File: src/rtl/core/ffha_pkg.sv
// Shared constants and types for the first-fit heap allocator.
// Depends on nothing; imported by every allocator module.
package ffha_pkg;

    localparam int MAX_BLOCKS_DEF   = 64;
    localparam int ALIGN_BYTES_DEF  = 16;
    localparam int HEADER_BYTES_DEF = 24;

    // Width of internal address arithmetic: header + size + padding never wraps
    localparam int VAL_W = 36;

    localparam logic [2:0] ST_OK       = 3'd0;
    localparam logic [2:0] ST_NOSPACE  = 3'd1;
    localparam logic [2:0] ST_OVERLAP  = 3'd2;
    localparam logic [2:0] ST_UNKNOWN  = 3'd3;
    localparam logic [2:0] ST_FULL     = 3'd4;

    localparam logic REQ_ALLOC   = 1'b0;
    localparam logic REQ_RELEASE = 1'b1;

    localparam logic CFG_HEAP_BASE  = 1'b0;
    localparam logic CFG_HEAP_LIMIT = 1'b1;

    // Result of the alignment unit
    typedef struct packed {
        logic             done;
        logic [VAL_W-1:0] value;
    } align_rsp_t;

endpackage

File: src/rtl/core/ffha_table.sv
// Block table storage: header address and data size memories.
// Depends on ffha_pkg; one write port, one registered read port.
module ffha_table
    import ffha_pkg::*;
#(
    parameter int DEPTH = MAX_BLOCKS_DEF,
    parameter int AW    = $clog2(MAX_BLOCKS_DEF)
)
(
    input  logic          clk,
    input  logic          we,
    input  logic [AW-1:0] waddr,
    input  logic [31:0]   whdr,
    input  logic [31:0]   wsize,
    input  logic [AW-1:0] raddr,
    output logic [31:0]   rhdr,
    output logic [31:0]   rsize
);

    logic [31:0] hdr_mem  [DEPTH];
    logic [31:0] size_mem [DEPTH];

    // Write both fields of one entry
    always_ff @(posedge clk)
    begin
        if (we)
        begin
            hdr_mem[waddr]  <= whdr;
            size_mem[waddr] <= wsize;
        end
    end

    // Registered read
    always_ff @(posedge clk)
    begin
        rhdr  <= hdr_mem[raddr];
        rsize <= size_mem[raddr];
    end

endmodule

File: config.mk
export PLATFORM = sky130hd
export DESIGN_NAME = ffha_table
export DESIGN_NICKNAME = d
export VERILOG_FILES = /design/src/rtl/core/ffha_pkg.sv /design/src/rtl/core/ffha_table.sv
export SDC_FILE = /design/constraint.sdc
export NUM_CORES = 2
export LEC_CHECK = 0
export BUFFER_PORTS_ARGS = -buffer_cell sky130_fd_sc_hd__buf_2
export CAP_MARGIN = 0
export CORE_MARGIN = 10
export CORE_UTILIZATION = 30
export DETAILED_ROUTE_END_ITERATION = 10
export PLACE_DENSITY_LB_ADDON = 0.08
export SLEW_MARGIN = 10
export SYNTH_ARGS = -nofsm -noshare
export SYNTH_HDL_FRONTEND = slang
export SYNTH_SLANG_ARGS = --single-unit
File: constraint.sdc
create_clock -name clk -period 7 [get_ports clk]
set_clock_uncertainty 0.05 [all_clocks]
set_input_delay 1.75 -clock clk [delete_from_list [all_inputs] [get_ports clk]]
set_output_delay 1.75 -clock clk [all_outputs]
set_load 0.01 [all_outputs]
==> impl_metrics.py <==
metrics = {
    "place": {
        "place_congestion": 0.7169,
        "placed_cell_area_um2": 167500,
        "numPortBuffers": 141,
        "post-place-cells": 13490,
        "dp_hpwl_um": 295500,
    },
    "power": {
        "p_sw_mw": 12.02,
        "p_per_area_nw_per_um2": 297.8,
        "p_int_mw": 42.30,
        "swShare_pct": 22.12,
        "comb_power_share_pct": 4.7,
        "clkPwrFrac_pct": 44.2,
        "power_frac_seq_pct": 51.1,
        "p_leak_nw": 55.97,
        "ir_drop_mv": 0.2112,
    },
    "timing": {
        "final.setup.tns_ns": 0,
        "holdWs_ns": 0.7836,
        "hold_violations": 0,
        "max_clock_freq_mhz": 252.1,
        "layout_min_cycle_time_ns": 3.967,
        "period_share_pct": 56.67,
        "tightest_slew_ns": 1.253,
        "max_slew_margin_pct": 16.44,
        "setup_viol": 0,
        "rsz0062_at_grt": "no",
        "drv_slew": 0,
    },
    "yosys": {
        "ys.flop_type": "edfxtp_1",
        "synth_top_area_share_pct": 78.93,
        "ys_types": 30,
        "synth.largest_area_cell": "edfxtp_1",
        "synth_cells": 6505,
        "ys_async_sr_fraction_pct": 0,
        "synth_nets": 6583,
        "synthTopCellsByArea": "edfxtp_1 79%, mux4_2 15%, a22oi_1 1.2%",
        "seq_area_frac_synth_pct": 79.75,
        "synth.ff_latch_count": 4160,
        "syn_avg_cell_area_um2": 23.96,
        "yosys_warnings": 0,
        "syn_area_um2": 155800,
        "synth_edf_count": 4096,
    },
    "detailed_routing": {
        "vias": 75570,
        "drt_iter0_drc": 8558,
        "wl_per_cell_um": 37.81,
        "drtPass1Iterations": 5,
        "drtAntennaViolNets": 0,
        "post_drt_via_cell_ratio": 5.259,
        "routed_wl_um": 543300,
        "route.detailed.drc": 0,
    },
    "hold_path": {
        "hold_class": "reg -> reg",
        "min_from": "size_mem[22][14]",
        "hold_depth": 4,
        "whs_endpoint": "rsize[14]",
    },
    "worst_setup_path": {
        "crit_required_ns": 7.60,
        "crit_path_cell_trace": "buf_2 -> nor2b_1 -> nand3_1 -> nor2_4 -> buf_12",
        "cp-start-kind": "primary input",
        "rrSetupSlack_ns": 4.79,
        "max_stage_delay_ns": 1.00,
        "r2r-end": "rsize[15]",
        "r2r_start": "size_mem[62][15]",
        "worstPathArrival_ns": 4.57,
        "crit_path_end_kind": "register",
        "path_max_fanout": 51,
        "r2r_cells": 4,
        "path_class": "in -> reg",
        "critPathSlowestCell": "nor2_4",
    },
    "global_routing": {
        "antenna_found_initial": 61,
        "grt_pass1_vias": 78760,
        "grt_overflow": 0,
        "use_met1_pct": 27.31,
        "busiest_layer": "met2",
        "gr-usage-met3_pct": 2.892,
        "grt_pass1_wl_um": 726500,
        "grt_util_all_layers_pct": 19.33,
        "grt_use_met2_pct": 32.14,
        "grt_max_degree": 103,
    },
    "finish": {
        "fin_area_um2": 182400,
        "n_fill_cell": 47830,
        "utilization_pct": 35.26,
        "final_common_cell": "edfxtp_1",
        "fin_cells": 14370,
        "nets": 7120,
        "final_cell_mix": "4,096 x edfxtp_1, 1,024 x mux4_2, 473 x clkbuf_16",
        "drive_gt1_share_pct": 29.72,
        "syn_to_final_growth_pct": 17.03,
    },
    "clocking": {
        "cts-root-buf": "clkbuf_16",
        "cts_setup_buffers": 0,
        "clk_path_buf_depth": 4,
        "post_cts_resize_count": 0,
        "clk_pin_slew_ns": 0.06,
        "cts_tree": "done",
        "clock_latency_ns": 1.04,
        "cts.htree.levels": 5,
        "holdBufCountCts": 0,
        "cts_made_buffers": 465,
        "cts.sinks": 4160,
    },
    "floorplanning": {
        "dieArea_um2": 548700,
        "row_count": 264,
        "pin_count": 142,
        "die_y_um": 740.7,
        "start_util_pct": 30.13,
        "core_um2": 517300,
        "die_w_um": 740.7,
    },
    "run_status": {
        "status": "finished clean",
    },
    "run": {
        "cap_violations": 0,
    },
}
## worst max-delay path: cells and delay by family
family | cells | cell delay [ns]
simple gates | 3 | 2.00
buf+inv | 2 | 0.69
## how the worst max path moves through the flow
| stage | startpoint | to | slack (ns) | cells past startpoint |
|---|---|---|---|---|
| after floorplan | waddr[4] | hdr_mem[16][0] | 1.20 | 4 |
| after global placement | raddr[0] | rsize[8] | 1.89 | 7 |
| after detailed placement | raddr[0] | rsize[8] | 1.93 | 7 |
| after CTS | raddr[0] | rsize[8] | 3.04 | 7 |
| after global routing | raddr[0] | rsize[8] | 2.98 | 7 |
| final | waddr[0] | hdr_mem[3][12] | 3.03 | 5 |
## flip-flops by register name, indices dropped and copies added, names as in the netlist
name / flops
hdr_mem: 2048
rhdr: 32
rsize: 32
size_mem: 2048
## stage by stage
stage                     power [mW]  worst slack [ns]
after detailed placement       30.93             1.930
after global routing           56.12             2.978
after global placement         30.90             1.890
after CTS                      55.04             3.038
after floorplan                29.46             1.204
final                          54.32             3.033
## power by group through the flow
stage                     Clock [mW]  Sequential [mW]  Combinational, mW
final                           24.0             27.7               2.58
after global routing            25.6             27.7               2.75
after CTS                       24.6             27.8               2.66
after detailed placement           0             28.3               2.65
after global placement             0             28.3               2.63
after floorplan                    0             28.2               1.27
## logic make-up (layout without fill, tap and decap cells)
logic type	after synthesis	count (layout)	share of synthesized area (%)
buffers and inverters	378	1319	1.242
other	0	7	0
DFF	4160	4160	79.75
muxes	1114	1114	15.38
and+or+nand+nor	278	278	0.8310
AOI/OAI and AO/OA	575	575	2.803
## Yosys cell counts, types with 50 or more instances
cell type  instances
nor2_1           110
o211a_1           64
a22oi_1          256
o22ai_1          102
mux4_2          1024
buf_4             50
edfxtp_1        4096
a211oi_1          63
buf_2            136
nand3_1          133
mux2i_1           90
o221ai_1          64
dfxtp_1           64
clkbuf_1         140
## per-layer routing
layer	vias up	part of all wire [%]
met2	2488	49
met4	12	1.8
met3	585	5.5
li1	29460	-
met1	43020	44
met5	-	0.015
## final cells by class
type,instances,area (um^2),area share [%]
sequential,4160,124300,68.14
multi-input combinational,1967,30210,16.56
clock buffer,634,12760,6.997
tap,6916,8653,4.745
timing repair buffer,447,4310,2.363
clock inverter,237,2151,1.179
antenna,7,17.52,0.009604
inverter,1,3.754,0.002058
No activity file was read; power rests on OpenSTA's default activity.
