===== src/rtl/core/ffha_pkg.sv =====
// Shared constants and types for the first-fit heap allocator.
// Depends on nothing; imported by every allocator module.
package ffha_pkg;

    localparam int MAX_BLOCKS_DEF   = 64;
    localparam int ALIGN_BYTES_DEF  = 16;
    localparam int HEADER_BYTES_DEF = 24;

    // Width of internal address arithmetic: header + size + padding never wraps
    localparam int VAL_W = 36;

    localparam logic [2:0] ST_OK       = 3'd0;
    localparam logic [2:0] ST_NOSPACE  = 3'd1;
    localparam logic [2:0] ST_OVERLAP  = 3'd2;
    localparam logic [2:0] ST_UNKNOWN  = 3'd3;
    localparam logic [2:0] ST_FULL     = 3'd4;

    localparam logic REQ_ALLOC   = 1'b0;
    localparam logic REQ_RELEASE = 1'b1;

    localparam logic CFG_HEAP_BASE  = 1'b0;
    localparam logic CFG_HEAP_LIMIT = 1'b1;

    // Result of the alignment unit
    typedef struct packed {
        logic             done;
        logic [VAL_W-1:0] value;
    } align_rsp_t;

endpackage


===== src/rtl/core/ffha_align.sv =====
// Round-up-to-alignment unit: add and mask, ALIGN_BYTES a power of two.
// Depends on ffha_pkg; result and done are registered and valid in the cycle after start.
module ffha_align
    import ffha_pkg::*;
#(
    parameter int ALIGN_BYTES = ALIGN_BYTES_DEF
)
(
    input  logic             clk,
    input  logic             rst_n,
    input  logic             start,
    input  logic [VAL_W-1:0] value,
    output align_rsp_t       rsp
);

    localparam logic [VAL_W-1:0] PAD_V  = VAL_W'(ALIGN_BYTES - 1);
    localparam logic [VAL_W-1:0] MASK_V = ~PAD_V;

    logic             done_reg;
    logic [VAL_W-1:0] res_reg;

    // Pad up to the next multiple and drop the low bits
    always_ff @(posedge clk or negedge rst_n)
    begin
        if (!rst_n)
        begin
            done_reg <= 1'b0;
            res_reg  <= '0;
        end
        else
        begin
            done_reg <= start;
            if (start)
                res_reg <= (value + PAD_V) & MASK_V;
        end
    end

    assign rsp.done  = done_reg;
    assign rsp.value = res_reg;

endmodule


===== config.mk =====
export PLATFORM = sky130hd
export DESIGN_NAME = ffha_align
export DESIGN_NICKNAME = d
export VERILOG_FILES = /design/src/rtl/core/ffha_pkg.sv /design/src/rtl/core/ffha_align.sv
export SDC_FILE = /design/constraint.sdc
export NUM_CORES = 1
export LEC_CHECK = 0
export BUFFER_PORTS_ARGS = -buffer_cell sky130_fd_sc_hd__buf_4
export CORE_MARGIN = 2
export CORE_UTILIZATION = 40
export DETAILED_ROUTE_END_ITERATION = 16
export PLACE_DENSITY_LB_ADDON = 0.15
export SLEW_MARGIN = 20
export SYNTH_ARGS = -nofsm -noshare
export SYNTH_HDL_FRONTEND = slang
export SYNTH_SLANG_ARGS = --single-unit

===== constraint.sdc =====
create_clock -name clk -period 0.8 [get_ports clk]
set_input_delay 0.16 -clock clk [delete_from_list [all_inputs] [get_ports clk]]
set_output_delay 0.16 -clock clk [all_outputs]
set_load 0.02 [all_outputs]

==> summary.md <==
| Metric | Value |
|---|---|
| Status | `complete, but fails checks` |
| Failing checks | `negative setup slack` |
| Avg Cell Area, Syn | `about 9.3 um2` |
| Crit share post-route | `164.5%` |
| RePlAce Congestion | `~0.78` |
| Fin nets | `375` |
| Seq/Total Area, Yosys | `46.51%` |
| Initial Util | `41.06%` |
| Core area | `about 4300 um2` |
| Ranking of synthesized cells by area | `dfrtp_1 (47%), xor2_1 (8.9%), a21oi_1 (6.8%)` |
| Final antenna-violating net count | `0` |
| Top Usage Layer GRT | `met2` |
| R2r startpoint | `res_reg[4]` |
| Synth Register Bits | `33` |
| WL per Instance | `14.09 um` |
| Worst Setup SP | `value[11]` |
| Post-Syn Area | `about 1800 um2` |
| DRT Wirelength | `around 5.5 mm` |
| Area Overhead vs Synth | `93.94%` |
| Worst hold path type | `in2reg` |
| Final HPWL DP | `3.605 mm` |
| Maxcap violations | `0` |
| Clock latency on the worst-skew pair | `between 0.2 and 0.3 ns` |
| CTS tree | `done` |
| Crit path max-delay family | `simple AND/OR/NAND/NOR gates` |
| Root Buffer Master | `clkbuf_8` |
| Crit path time final | `1.316 ns` |
| Setup tns final | `-17.29 ns` |
| Final worst slack | `-0.5159 ns` |
| GR Util met2 | `roughly two fifths` |
| Ys Warns | `0` |
| Critical Path RT | `1.01 ns` |
| Hold Path Depth | `3` |
| Highest clock rate | `759.9 MHz` |
| DRC | `0` |
| Reg2Reg Depth | `2` |
| M1 GR Usage | `27.45%` |
| Kind of critical path | `in2reg` |
| CP Max Fanout | `4` |
| Cells along the critical path | `buf_8 -> nand4_4 -> nor4_4 -> nand3_2 -> or4_1 -> a31oi_1` |
| DR iter-0 viols | `79` |
| Grt met3 use | `5.128%` |
| Core Rows | `24` |
| Library cells used by synthesis | `33` |
| DR pass1 iterations | `4` |
| Share of the synthesized area in the top cell type | `a little under half` |
| Tot GR Track Use | `22.02%` |
| Worst path slowest cell | `or4_1` |
| Pwr per Cell Area | `1497 nW/um2` |
| Worst reg2reg path endpoint | `res_reg[4]` |
| Largest net degree at the start of global routing | `34` |
| Number of global-route vias before repair | `1,930` |
| Maximum vdd drop | `0.001209 V` |
| Die area | `4988 um2` |
| CP bufs+invs | `1` |
| Vias per std cell | `5.026` |
| Final Max Tran Viols | `0` |
| Lkg Pwr | `1.539 nW` |
| Diode count | `0` |
| Max clock buf depth | `2` |
| Initial antenna violation count | `0` |
| Syn Inst Count | `~190` |
| Die height | `about 71 um` |
| R2r setup slk | `-0.12 ns` |
| CP startpoint kind | `input pin` |
| Total number of vias | `1,955` |
| Hold Vio Cnt, Final | `0` |
| Slowest Stage Delay on Critical Path | `0.53 ns` |
| Top Ports | `76` |
| Die X | `70.63 um` |
| Synth area leader | `dfrtp_1` |
| Final Skew | `0 ns` |
| Share of cells above drive strength 1 | `54.60%` |
| H-tree depth | `2` |
| # setup viols final | `65` |
| Final core occ | `between 70% and 80%` |
| Worst-path clk slew | `0.06 ns` |
| Largest register FFs | `32` |
| Hold wc startpoint | `value[35]` |
| Grt ovf | `0` |
| Clock sinks | `33` |
| Port Buffer Count | `71` |
| WP data arrival | `between 1.5 and 2 ns` |
| First-pass GRT wire length | `between 8 and 9 mm` |
| Critical path endpoint category | `flop` |
| Num CTS Buffers | `5` |
| RSZ-0062 raised after global routing | `true` |
| Hold EP | `res_reg[35]` |
| Hold WS | `0.1673 ns` |
cell type report:
cell class                 count  area (um2)
timing repair buffer         148        1335
multi-input combinational    145        1090
fill                         258       880.8
sequential                    33       825.8
clock buffer                   7       86.33
tap                           52       65.06
clock inverter                 1       30.03
inverter                       3       11.26
worst reg2reg max path: stages (launching register included):
cell,delay (ns)
dfrtp_1,0.40
buf_4,0.14
mux2_4,0.26
cell usage in the layout (no fill, tap or decap), drive strengths merged, types with 4 or more instances in the layout:
| cell | synthesis | layout |
|---|---|---|
| dfrtp | 33 | 33 |
| clkbuf | 7 | 7 |
| nor2 | 28 | 28 |
| nand4 | 7 | 7 |
| nand2 | 10 | 10 |
| o211ai | 4 | 4 |
| xor2 | 18 | 18 |
| nand3 | 12 | 12 |
| nand2b | 4 | 4 |
| conb | 1 | 4 |
| o311ai | 4 | 4 |
| buf | 6 | 147 |
| a21oi | 24 | 24 |
| xnor2 | 7 | 7 |
where the power goes:
part / internal, W / total (W) / leakage [nW] / switching (W)
combinational: 0.000858 / 0.00156 / 1.11 / 0.000706
sequential: 0.00183 / 0.00194 / 0.373 / 0.000119
clock: 0.00102 / 0.00164 / 0.0585 / 0.000629
total: 0.00370 / 0.00515 / 1.54 / 0.00145
worst max path at each step:
stage | to | cells past startpoint
2_1_floorplan | res_reg[34] | 5
3_3_place_gp | res_reg[35] | 6
5_1_grt | res_reg[34] | 6
6_report | res_reg[34] | 6
3_5_place_dp | res_reg[34] | 6
4_1_cts | res_reg[34] | 6
cell families (layout without fill, tap and decap cells):
family                 count (synthesis)  count (layout)  synth area share [%]
buffers and inverters                 16             159                 4.510
flip-flops                            33              33                 46.51
other                                  1               4                0.2112
XOR/XNOR                              25              25                 12.33
AND/OR/NAND/NOR                       76              76                 22.69
AO/OA/AOI/OAI                         39              39                 13.11
multiplexers                           1               1                0.6342
routing by layer:
metal	vias up	part of all wire, %
li1	954	-
met1	928	41
met2	63	51
met3	10	5.4
met4	0	2.2
met5	-	0
stage by stage:
stage          setup slack, ns  instance area [um2]  power [W]  cells
5_1_grt                -0.5900                 3443   0.005376    389
3_5_place_dp           -0.9045                 2759   0.003153    354
3_3_place_gp           -0.8637                 2759   0.003133    354
6_report               -0.5159                 3443   0.005153    389
4_1_cts                -0.5088                 3297   0.005059    378
2_1_floorplan          -0.7657                 1858   0.002450    194
cells in the mapped netlist:
master	number
inv_1	3
or2_2	1
nor4_1	2
a21oi_1	24
nand3_1	10
nand2_1	10
dfrtp_1	33
mux2_2	1
o31ai_1	2
o211ai_1	4
o21ai_0	1
and4_1	2
nand2b_1	4
nand4_2	1
or2_0	1
xor2_1	18
nor4_4	1
o41ai_1	1
and3_2	1
conb_1	1
clkbuf_1	7
nor2_1	28
a31oi_1	3
or3_1	1
buf_4	5
nor3_1	2
buf_2	1
nand4_1	6
or4_1	2
and3_1	2
xnor2_1	7
nand3_2	2
o311ai_1	4
repair_timing:
item / CTS / global route
hold buffers: 1 / 0
resized for setup: 74 / 14
buffers inserted: 16 / 14
endpoints found under the setup margin: 65 / 65
endpoints found under the hold margin: 33 / 0
pin swaps: 49 / 29
Note: power is estimated with default switching activity, not from simulation.
